### src/sv/pcxr_pkg.sv
package pcxr_pkg;

  localparam int RowBytesWidth = 16;
  localparam int RowTotalWidth = 17;
  localparam int CfgDataWidth  = 17;
  localparam int CfgIndexWidth = 2;
  localparam int CountWidth    = 6;

  // Register indexes on the configuration port.
  localparam logic [CfgIndexWidth-1:0] REG_ROW_BYTES = 2'd0;
  localparam logic [CfgIndexWidth-1:0] REG_ROW_TOTAL = 2'd1;

  // Result kinds.
  localparam logic [1:0] KIND_PIXEL   = 2'd0;
  localparam logic [1:0] KIND_JUNK    = 2'd1;
  localparam logic [1:0] KIND_TRUNC   = 2'd2;

  localparam logic [7:0] MARK_BITS  = 8'hC0;
  localparam logic [7:0] COUNT_MASK = 8'h3F;

  // Status of the row and column position unit.
  typedef struct packed {
    logic full;
    logic row_end;
  } pcxr_pos_t;

endpackage

### src/sv/pcxr_pos.sv
module pcxr_pos (
  input  logic                                 clk,
  input  logic                                 rst,
  input  logic [pcxr_pkg::RowBytesWidth-1:0]   row_bytes,
  input  logic [pcxr_pkg::RowTotalWidth-1:0]   row_total,
  input  logic                                 step,
  output pcxr_pkg::pcxr_pos_t                  status
);

  logic [pcxr_pkg::RowBytesWidth-1:0] column_index;
  logic [pcxr_pkg::RowTotalWidth-1:0] row_index;
  logic [pcxr_pkg::RowBytesWidth-1:0] column_inc;

  // The column counter wraps at 16 bits, so a zero row length means 65536 bytes.
  assign column_inc     = column_index + pcxr_pkg::RowBytesWidth'(1);
  assign status.full    = (row_index >= row_total);
  assign status.row_end = (column_inc == row_bytes);

  always_ff @(posedge clk) begin
    if (rst) begin
      column_index <= '0;
      row_index    <= '0;
    end else if (step && !status.full) begin
      if (status.row_end) begin
        column_index <= '0;
        row_index    <= row_index + pcxr_pkg::RowTotalWidth'(1);
      end else begin
        column_index <= column_inc;
      end
    end
  end

endmodule

### src/sv/pcx_rle_row_decoder_top.sv
// A literal byte gives its pixel word from the output register, one byte per cycle while no
// run is under way and the output is not stalled. A run value byte starts a run of N pixels,
// one per cycle from the output register while it is not stalled; the input is stalled until the run is done.
// A stall on the output channel stalls the input as well. Marker bytes give no output.
// Synchronous reset clears the run, position and done state and sets both
// configuration registers to 1.
module pcx_rle_row_decoder_top (
  input  logic                                clk,
  input  logic                                rst,
  input  logic                                cfg_write,
  input  logic [pcxr_pkg::CfgIndexWidth-1:0]  cfg_index,
  input  logic [pcxr_pkg::CfgDataWidth-1:0]   cfg_data,
  input  logic                                in_valid,
  output logic                                in_stall,
  input  logic [7:0]                          data_byte,
  input  logic                                stream_end,
  output logic                                out_valid,
  input  logic                                out_stall,
  output logic [7:0]                          pixel,
  output logic [1:0]                          kind,
  output logic                                row_end,
  output logic                                last
);

  typedef enum logic {
    S_IDLE,
    S_RUN
  } state_t;

  state_t state;
  state_t state_next;

  logic [pcxr_pkg::RowBytesWidth-1:0] row_bytes;
  logic [pcxr_pkg::RowTotalWidth-1:0] row_total;

  logic                             run_pending;
  logic                             run_pending_next;
  logic [pcxr_pkg::CountWidth-1:0]  run_count;
  logic [pcxr_pkg::CountWidth-1:0]  run_count_next;
  logic [pcxr_pkg::CountWidth-1:0]  run_left;
  logic [pcxr_pkg::CountWidth-1:0]  run_left_next;
  logic [7:0]                       run_value;
  logic [7:0]                       run_value_next;
  logic                             image_done;
  logic                             image_done_next;

  logic                             out_free;
  logic                             accept;
  logic                             emit_pixel;
  logic                             emit_trunc;
  logic [7:0]                       emit_value;
  logic [pcxr_pkg::CountWidth-1:0]  emit_rem;
  logic                             pos_step;
  pcxr_pkg::pcxr_pos_t              pos;

  assign out_free = !out_valid || !out_stall;
  assign in_stall = (state != S_IDLE) || !out_free;
  assign accept   = in_valid && !in_stall;

  pcxr_pos u_pos (
    .clk       (clk),
    .rst       (rst),
    .row_bytes (row_bytes),
    .row_total (row_total),
    .step      (pos_step),
    .status    (pos)
  );

  always_comb begin
    state_next       = state;
    run_pending_next = run_pending;
    run_count_next   = run_count;
    run_left_next    = run_left;
    run_value_next   = run_value;
    image_done_next  = image_done;
    emit_pixel       = 1'b0;
    emit_trunc       = 1'b0;
    emit_value       = data_byte;
    emit_rem         = run_count;
    pos_step         = 1'b0;

    if (state == S_RUN) begin
      if (out_free) begin
        emit_pixel = 1'b1;
        emit_value = run_value;
        emit_rem   = run_left;
      end
    end else if (accept && !image_done) begin
      if (stream_end) begin
        if (run_pending) begin
          run_pending_next = 1'b0;
          emit_trunc       = 1'b1;
        end
      end else if (run_pending) begin
        run_pending_next = 1'b0;
        emit_pixel       = (run_count != '0);
        emit_rem         = run_count;
      end else if ((data_byte & pcxr_pkg::MARK_BITS) == pcxr_pkg::MARK_BITS) begin
        run_pending_next = 1'b1;
        run_count_next   = pcxr_pkg::CountWidth'(data_byte & pcxr_pkg::COUNT_MASK);
      end else begin
        emit_pixel = 1'b1;
        emit_rem   = pcxr_pkg::CountWidth'(1);
      end
    end

    // One pixel through the shared position unit; the junk warning ends the run.
    if (emit_pixel) begin
      if (pos.full) begin
        image_done_next = 1'b1;
        state_next      = S_IDLE;
      end else begin
        pos_step       = 1'b1;
        run_value_next = emit_value;
        run_left_next  = emit_rem - pcxr_pkg::CountWidth'(1);
        state_next     = (emit_rem == pcxr_pkg::CountWidth'(1)) ? S_IDLE : S_RUN;
      end
    end
  end

  always_ff @(posedge clk) begin
    if (rst) begin
      state       <= S_IDLE;
      row_bytes   <= pcxr_pkg::RowBytesWidth'(1);
      row_total   <= pcxr_pkg::RowTotalWidth'(1);
      run_pending <= 1'b0;
      run_count   <= '0;
      image_done  <= 1'b0;
      out_valid   <= 1'b0;
    end else begin
      state       <= state_next;
      run_pending <= run_pending_next;
      run_count   <= run_count_next;
      image_done  <= image_done_next;
      run_left    <= run_left_next;
      run_value   <= run_value_next;
      if (cfg_write) begin
        if (cfg_index == pcxr_pkg::REG_ROW_BYTES) begin
          row_bytes <= cfg_data[pcxr_pkg::RowBytesWidth-1:0];
        end else if (cfg_index == pcxr_pkg::REG_ROW_TOTAL) begin
          row_total <= cfg_data[pcxr_pkg::RowTotalWidth-1:0];
        end
      end
      if (emit_pixel || emit_trunc) begin
        out_valid <= 1'b1;
      end else if (out_free) begin
        out_valid <= 1'b0;
      end
      if (emit_trunc) begin
        pixel   <= 8'd0;
        kind    <= pcxr_pkg::KIND_TRUNC;
        row_end <= 1'b0;
        last    <= 1'b1;
      end else if (emit_pixel) begin
        if (pos.full) begin
          pixel   <= 8'd0;
          kind    <= pcxr_pkg::KIND_JUNK;
          row_end <= 1'b0;
          last    <= 1'b1;
        end else begin
          pixel   <= ~emit_value;
          kind    <= pcxr_pkg::KIND_PIXEL;
          row_end <= pos.row_end;
          last    <= (emit_rem == pcxr_pkg::CountWidth'(1));
        end
      end
    end
  end

endmodule
### config.mk
export PLATFORM = sky130hd
export DESIGN_NAME = pcx_rle_row_decoder_top
export DESIGN_NICKNAME = d
export VERILOG_FILES = /design/src/sv/pcxr_pkg.sv /design/src/sv/pcxr_pos.sv /design/src/sv/pcx_rle_row_decoder_top.sv
export SDC_FILE = /design/constraint.sdc
export NUM_CORES = 1
export LEC_CHECK = 0
export BUFFER_PORTS_ARGS = -buffer_cell sky130_fd_sc_hd__buf_2
export CORE_MARGIN = 8
export CORE_UTILIZATION = 56
export DETAILED_ROUTE_END_ITERATION = 12
export GPL_TIMING_DRIVEN = 0
export PLACE_DENSITY = 0.79
export SLEW_MARGIN = 20
export SYNTH_ARGS = -nofsm -noshare
export SYNTH_HDL_FRONTEND = slang
export SYNTH_SLANG_ARGS = --single-unit
### constraint.sdc
create_clock -name clk -period 11.3 [get_ports clk]
set_input_delay 3.39 -clock clk [delete_from_list [all_inputs] [get_ports clk]]
set_output_delay 3.39 -clock clk [all_outputs]
set_load 0.01 [all_outputs]
==> out/qor.yml, run 1 <==
vias: 5117
cp_slowest_cell: "a21oi_1"
dp_cells: 837
worst-path-buf-inv: 3
layout.filler_cells: 821
end_kind: "output port"
finalHoldViolCount: 0
period_needed_ns: 7.33
path_depth: 4
antenna_found_initial: 0
cts_setup_buffers: 0
vias_per_cell: 6.00
ant_nets: 0
slew_headroom: 0.465
grt-ovfl-total: 0
die_w_um: 116
dr.pass1.iters: 6
slew_viol_final: 0
die_y_um: 116
yosys.cell_count.top_type: "nand2_1"
clkSinkCount: 102
whs_ns: 0.462
grt_max_degree: 19
yosysSeqAreaShare: 0.415
io_buffers: 45
fin_skew_ns: 0.0115
synth_top_cell_by_area: "dfxtp_1"
path_common_cell: "buf_2"
globalplace.congestion: 0.932
ys_top_cells_by_count: "127 x nand2_1, 79 x a21oi_1, 76 x dfxtp_1"
syn-num-nets: 713
grt_pass1_wl_um: 23800
async_flop_share: 0
yosys-top-cells-area: "dfxtp_1 27%, edfxtp_1 14%, nand2_1 8.6%"
synth_top_area_frac: 0.274
max_freq_ghz: 0.136
hold_buffers: 0
critPathMaxFanout: 4
synth.distinct_cells: 64
syn_to_final_growth_pct: 10.5
htreeDepth: 3
synth_area_sq_um: 5540
fin_cells: 853
post-route-period-util: 0.649
dp_hpwl_um: 10700
gr-usage-met2: 0.383
wirelength_um: 14400
worstPathRequired_ns: 7.91
peakVddDrop_uv: 104
synth_top_flop_cell: "dfxtp_1"
grt_pass1_vias: 4972
row_count: 36
cp_cell_sequence: "buf_2, a21oi_1, inv_1, buf_2"
cts_tree: "done"
drc: 0
drtIter0Drc: 429
final_core_util: 0.633
finalNetCount: 769
synthCells: 659
clkLatencyLatePin_ns: 0.38
clk_pin_slew_worst_paths_ns: 0.11
use_met3: 0.0417
status: "finished clean"
cp_slowest_stage_delay_ns: 0.21
reg2reg_depth: 11
p_leak_nw: 2.30
clock-root-buffer: "clkbuf_8"
finalSetupTns_ns: 0
initial_core_util: 0.572
critPathKind: "in2out"
critical_path.top_delay_family: "buffers and inverters"
use_met1: 0.275
power.total_mw: 0.790
synth_seq_cells: 102
synth_edf_count: 26
tightest_slew_ns: 0.803
min_path_cells: 2
ioPinCount: 47
core_sq_um: 9680
cts_buffers: 9
setup.worst_path.start_class: "input pin"
track_usage: 0.223
powerDensity_nw_per_um2: 129
wl_per_cell_um: 16.9
hold_class: "reg2reg"
rsz0062_at_grt: "no"
antenna_cells: 0
setup_violations: 0
rrSetupSlack_ns: 7.48
synth.avg_cell_area_sq_um: 8.41
postCtsResizedCells: 0
cp.arrival_ns: 3.94
die_area_sq_um: 13300
cts_buffer_depth: 2
grt_busiest_layer: "met2"
drive_gt1_frac: 0.121
maxCapViolCount: 0
yosysWarningCount: 0
-- stage by stage --
step                setup slack (ns)  instance area, sq um
detailed placement              3.95                  5940
global route                    3.89                  6130
CTS                             3.95                  6120
global placement                3.97                  5940
finish                          3.97                  6130
floorplan                       4.28                  5540
-- layout by cell type (no fill, tap or decap), types with 4 or more instances in the layout --
master,netlist,layout
nand2_1,127,127
xor2_1,8,8
or4_1,19,19
nor2_1,32,31
nor3_1,5,5
dfxtp_1,76,76
mux2i_1,11,11
ha_1,21,21
xnor2_1,9,9
o32ai_1,12,12
a21o_1,7,7
nand3_1,18,18
clkbuf_1,30,30
a31oi_1,4,4
a21oi_1,79,78
inv_1,36,36
or3_1,13,13
o21ai_0,7,7
o31ai_1,17,17
nand4_1,11,11
and3_1,5,5
nor2b_1,5,5
a211oi_1,4,4
and4_1,4,4
edfxtp_1,26,26
nand2b_1,11,11
buf_2,5,50
clkbuf_8,0,9
nand3b_1,6,6
nor4_1,6,6
-- flip-flops by register name, indices dropped and copies added, names as in the netlist --
register            cells
image_done              1
kind                    2
last                    1
out_valid               1
pixel                   8
row_bytes              16
row_end                 1
row_total              17
run_count               6
run_left                6
run_pending             1
run_value               8
state                   1
u_pos.column_index     16
u_pos.row_index        17
-- final cells by class --
cell class / count / area, sq um / share of cell area
sequential: 102 / 2300 / 0.376
clock inverter: 7 / 53.8 / 0.00878
timing repair buffer: 45 / 225 / 0.0368
clock buffer: 9 / 124 / 0.0202
inverter: 36 / 135 / 0.0221
multi-input combinational: 482 / 2940 / 0.481
buffer: 39 / 175 / 0.0286
tap: 133 / 166 / 0.0272
-- worst min-delay path, delay by kind of cell, from the launching register on --
| kind | cells | cell delay, ns |
|---|---|---|
| AO/OA/AOI/OAI | 1 | 0.05 |
| flip-flops | 1 | 0.33 |
| AND/OR/NAND/NOR | 1 | 0.05 |
-- cells by family (layout without fill, tap and decap cells) --
group	Yosys count	count (layout)	share of synthesized area
AND/OR/NAND/NOR	280	280	0.257
buffers and inverters	75	136	0.0560
AO/OA/AOI/OAI	152	152	0.175
flip-flops	102	102	0.415
multiplexers	11	11	0.0199
XOR/XNOR	18	18	0.0298
adder cells (fa/ha/maj)	21	21	0.0474
-- metal layers --
metal | up-vias | part of all wire
met5 | - | 0
met4 | 0 | 0.017
met3 | 28 | 0.064
met2 | 167 | 0.49
met1 | 2448 | 0.43
li1 | 2474 | -
-- path summary, 6_finish.rpt --
kind	from	endpoint
min reg2reg	row_total[16]$_SDFFE_PP0P_	row_total[16]$_SDFFE_PP0P_
max	out_stall	in_stall
max reg2reg	u_pos.column_index[0]$_SDFFE_PP0P_	u_pos.row_index[0]$_SDFFE_PP0P_
min	row_total[16]$_SDFFE_PP0P_	row_total[16]$_SDFFE_PP0P_
-- power by group --
group	switching, mW	total, mW	internal (mW)
Sequential	0.0101	0.405	0.395
Clock	0.138	0.221	0.0828
Combinational	0.109	0.164	0.0549
Total	0.257	0.790	0.533
Power figures use the tool's default switching activity.
==> inputs of run 2 (changes only) <==
- ABC_AREA: not set -> 1
- CORE_UTILIZATION: 56 -> 55
- PLACE_DENSITY: 0.79 -> 0.81
- clock period: 11.3 -> 6.2 ns (I/O delays scaled with it)
==> run 2 against run 1 <==
  * Non-clock buffer count shrank 14
  * Clock-buffer cell count grew 1
  * Clock skew grew 0.0016 ns
  * Hold slack gained 0.0024 ns
  * Critical path depth is the same
  * Sequential power grew 91%
  * Wire length shrank 1.3%
  * Core utilization shrank 1.1 points
  * Highest routed layer unchanged
==> out/qor.yml, run 2 <==
drtIter0Drc: 390  # -9.1%
wirelength_um: 14200  # -1.3%
end_kind: "output port"
grt_pass1_vias: 5048  # +1.5%
wl_per_cell_um: 14.1  # -16%
slew_viol_final: 0  # unchanged
vias_per_cell: 5.42  # -9.7%
clk_pin_slew_worst_paths_ns: 0.10  # about the same
peakVddDrop_uv: 135  # +29%
synth_area_sq_um: 5800  # +4.6%
cts_buffers: 9  # unchanged
critPathMaxFanout: 5  # +1
reg.largest.list: "row_total x17, u_pos.row_index x17"
post-route-period-util: 0.673
powerDensity_nw_per_um2: 249  # +93%
cp.arrival_ns: 2.31  # -1.63 ns
setup_violations: 0  # unchanged
initial_core_util: 0.564  # -0.00820
tightest_slew_ns: 0.604  # -0.199 ns
die_y_um: 119  # +2.8%
synth.avg_cell_area_sq_um: 7.18  # -15%
whs_ns: 0.464  # +0.00244 ns
finalNetCount: 919  # +20%
antenna_found_initial: 0  # unchanged
cts_setup_buffers: 0  # unchanged
grt_max_degree: 19  # unchanged
dp_cells: 990  # +18%
final_common_cell: "nand2_1"
swShare: 0.345  # +0.0202
critPathKind: "in2out"
hold_buffers: 0  # unchanged
seqPwrFrac: 0.488  # -0.025
die_w_um: 119  # +2.8%
io_buffers: 46  # +2.2%
dr.pass1.iters: 5  # -1
cts_buffer_depth: 2  # unchanged
layout_common_cells: "191 x nand2_1, 96 x inv_1, 91 x nor2_1"
vias: 5451  # +6.5%
rsz0062_at_grt: "no"
finalSetupTns_ns: 0  # unchanged
maxCapViolCount: 0  # unchanged
yosysSeqAreaShare: 0.397  # -0.0183
fin_skew_ns: 0.0131  # +0.00163 ns
hold_class: "reg2reg"
yosysWarningCount: 0  # unchanged
grt-ovfl-total: 0  # unchanged
worstPathRequired_ns: 4.34  # -3.57 ns
power_frac_comb: 0.250  # +0.043
ys_top_cells_by_count: "191 x nand2_1, 96 x inv_1, 91 x nor2_1"
power.total_mw: 1.59  # +100%
p_leak_nw: 2.91  # +26%
max_freq_ghz: 0.240
synth_top_area_frac: 0.262  # -0.0121
row_count: 37  # +2.8%
track_usage: 0.206  # -0.0162
drive_gt1_frac: 0.110  # -0.0105
clock_power_share: 0.262  # -0.017
synth_edf_count: 26  # unchanged
clock-root-buffer: "clkbuf_8"
intPower_mw: 1.04  # +95%
synthCells: 808  # +23%
globalplace.congestion: 0.924  # -0.87%
clkLatencyLatePin_ns: 0.38  # about the same
postCtsResizedCells: 0  # unchanged
syn_to_final_growth_pct: 10.2
cts_tree: "done"
drc: 0  # unchanged
slew_headroom: 0.594  # +0.129
ioPinCount: 47  # unchanged
clkSinkCount: 102  # unchanged
power.switching_mw: 0.549  # +110%
antenna_cells: 0  # unchanged
grt_pass1_wl_um: 24100  # +1.4%
syn-num-nets: 862  # +21%
setup.worst_path.start_class: "input pin"
ant_nets: 0  # unchanged
finalHoldViolCount: 0  # unchanged
htreeDepth: 3  # unchanged
final_core_util: 0.622  # -0.0108
yosys.cell_count.top_type: "nand2_1"
synth_top_cell_by_area: "dfxtp_1"
synth.distinct_cells: 39  # -39%
fin_cells: 1006  # +18%
status: "finished clean"
die_area_sq_um: 14100  # +5.6%
synth_seq_cells: 102  # unchanged
core_sq_um: 10300  # +6.1%
async_flop_share: 0  # unchanged
dp_hpwl_um: 10900  # +2.2%
synth_top_flop_cell: "dfxtp_1"
period_needed_ns: 4.17
yosys-top-cells-area: "dfxtp_1 26%, edfxtp_1 13%, nand2_1 12%"
-- run 2: changes by cell type in the layout (fill, tap and decap cells not counted), moves of 12 or more --
| cell | previous run | this run |
|---|---|---|
| inv_1 | 36 | 96 |
| a21oi_1 | 78 | 57 |
| o21ai_0 | 7 | 67 |
| o31ai_1 | 17 | 0 |
| nand2_1 | 127 | 191 |
| nand3_1 | 18 | 50 |
| or4_1 | 19 | 0 |
| clkbuf_1 | 30 | 17 |
| nor2_1 | 31 | 91 |
| nand4_1 | 11 | 32 |
| or3_1 | 13 | 1 |
-- run 2: final timing paths --
path                            cells after the start                      end  slack (ns)                             from
worst max-delay path                                4                 in_stall        2.03                        out_stall
worst min-delay path                                2  image_done$_SDFFE_PP0P_        0.46          image_done$_SDFFE_PP0P_
worst max register to register                     10   run_value[0]$_DFFE_PP_        3.04  u_pos.row_index[6]$_SDFFE_PP0P_
worst min register to register                      2  image_done$_SDFFE_PP0P_        0.46          image_done$_SDFFE_PP0P_
-- run 2: metrics by stage --
step	setup slack, ns	instance area [sq um]
floorplan	2.28	5800
global placement	1.67	6200
detailed placement	1.63	6200
CTS	2.03	6390
global route	1.79	6390
finish	2.03	6390
-- run 2: cell families (layout without fill, tap and decap cells) --
family          count (synthesis)  count (layout)  synth area share
simple gates                  409             409             0.319
compound gates                133             133             0.118
buf+inv                       122             184            0.0863
flops                         102             102             0.397
fa+ha+maj                      21              21            0.0453
xor+xnor                       21              21            0.0341
-- run 2: area by class of cell --
| type | count | area, sq um |
|---|---|---|
| tap | 136 | 170 |
| timing repair buffer | 46 | 230 |
| clock buffer | 10 | 138 |
| inverter | 98 | 368 |
| buffer | 24 | 133 |
| fill | 963 | 3890 |
| multi-input combinational | 584 | 3000 |
| clock inverter | 6 | 52.6 |
| sequential | 102 | 2300 |
-- run 2: layer usage --
layer  track usage  wire length [um]  vias up
li1              -                 -     2767
met1         0.276              6460     2465
met2         0.325              6350      189
met3        0.0443              1060       30
met4        0.0672               328        0
met5             0                 0        -
-- run 2: critical path, stage by stage --
cell and delay [ns]:
buf_2 0.09, nand2_1 0.14, nand2_1 0.07, buf_2 0.14
-- run 2: power by group through the flow --
stage	clock network (mW)	logic (mW)	registers (mW)
floorplan	0	0.294	0.784
global placement	0	0.388	0.788
detailed placement	0	0.395	0.789
CTS	0.420	0.397	0.774
global route	0.440	0.453	0.781
finish	0.416	0.398	0.775
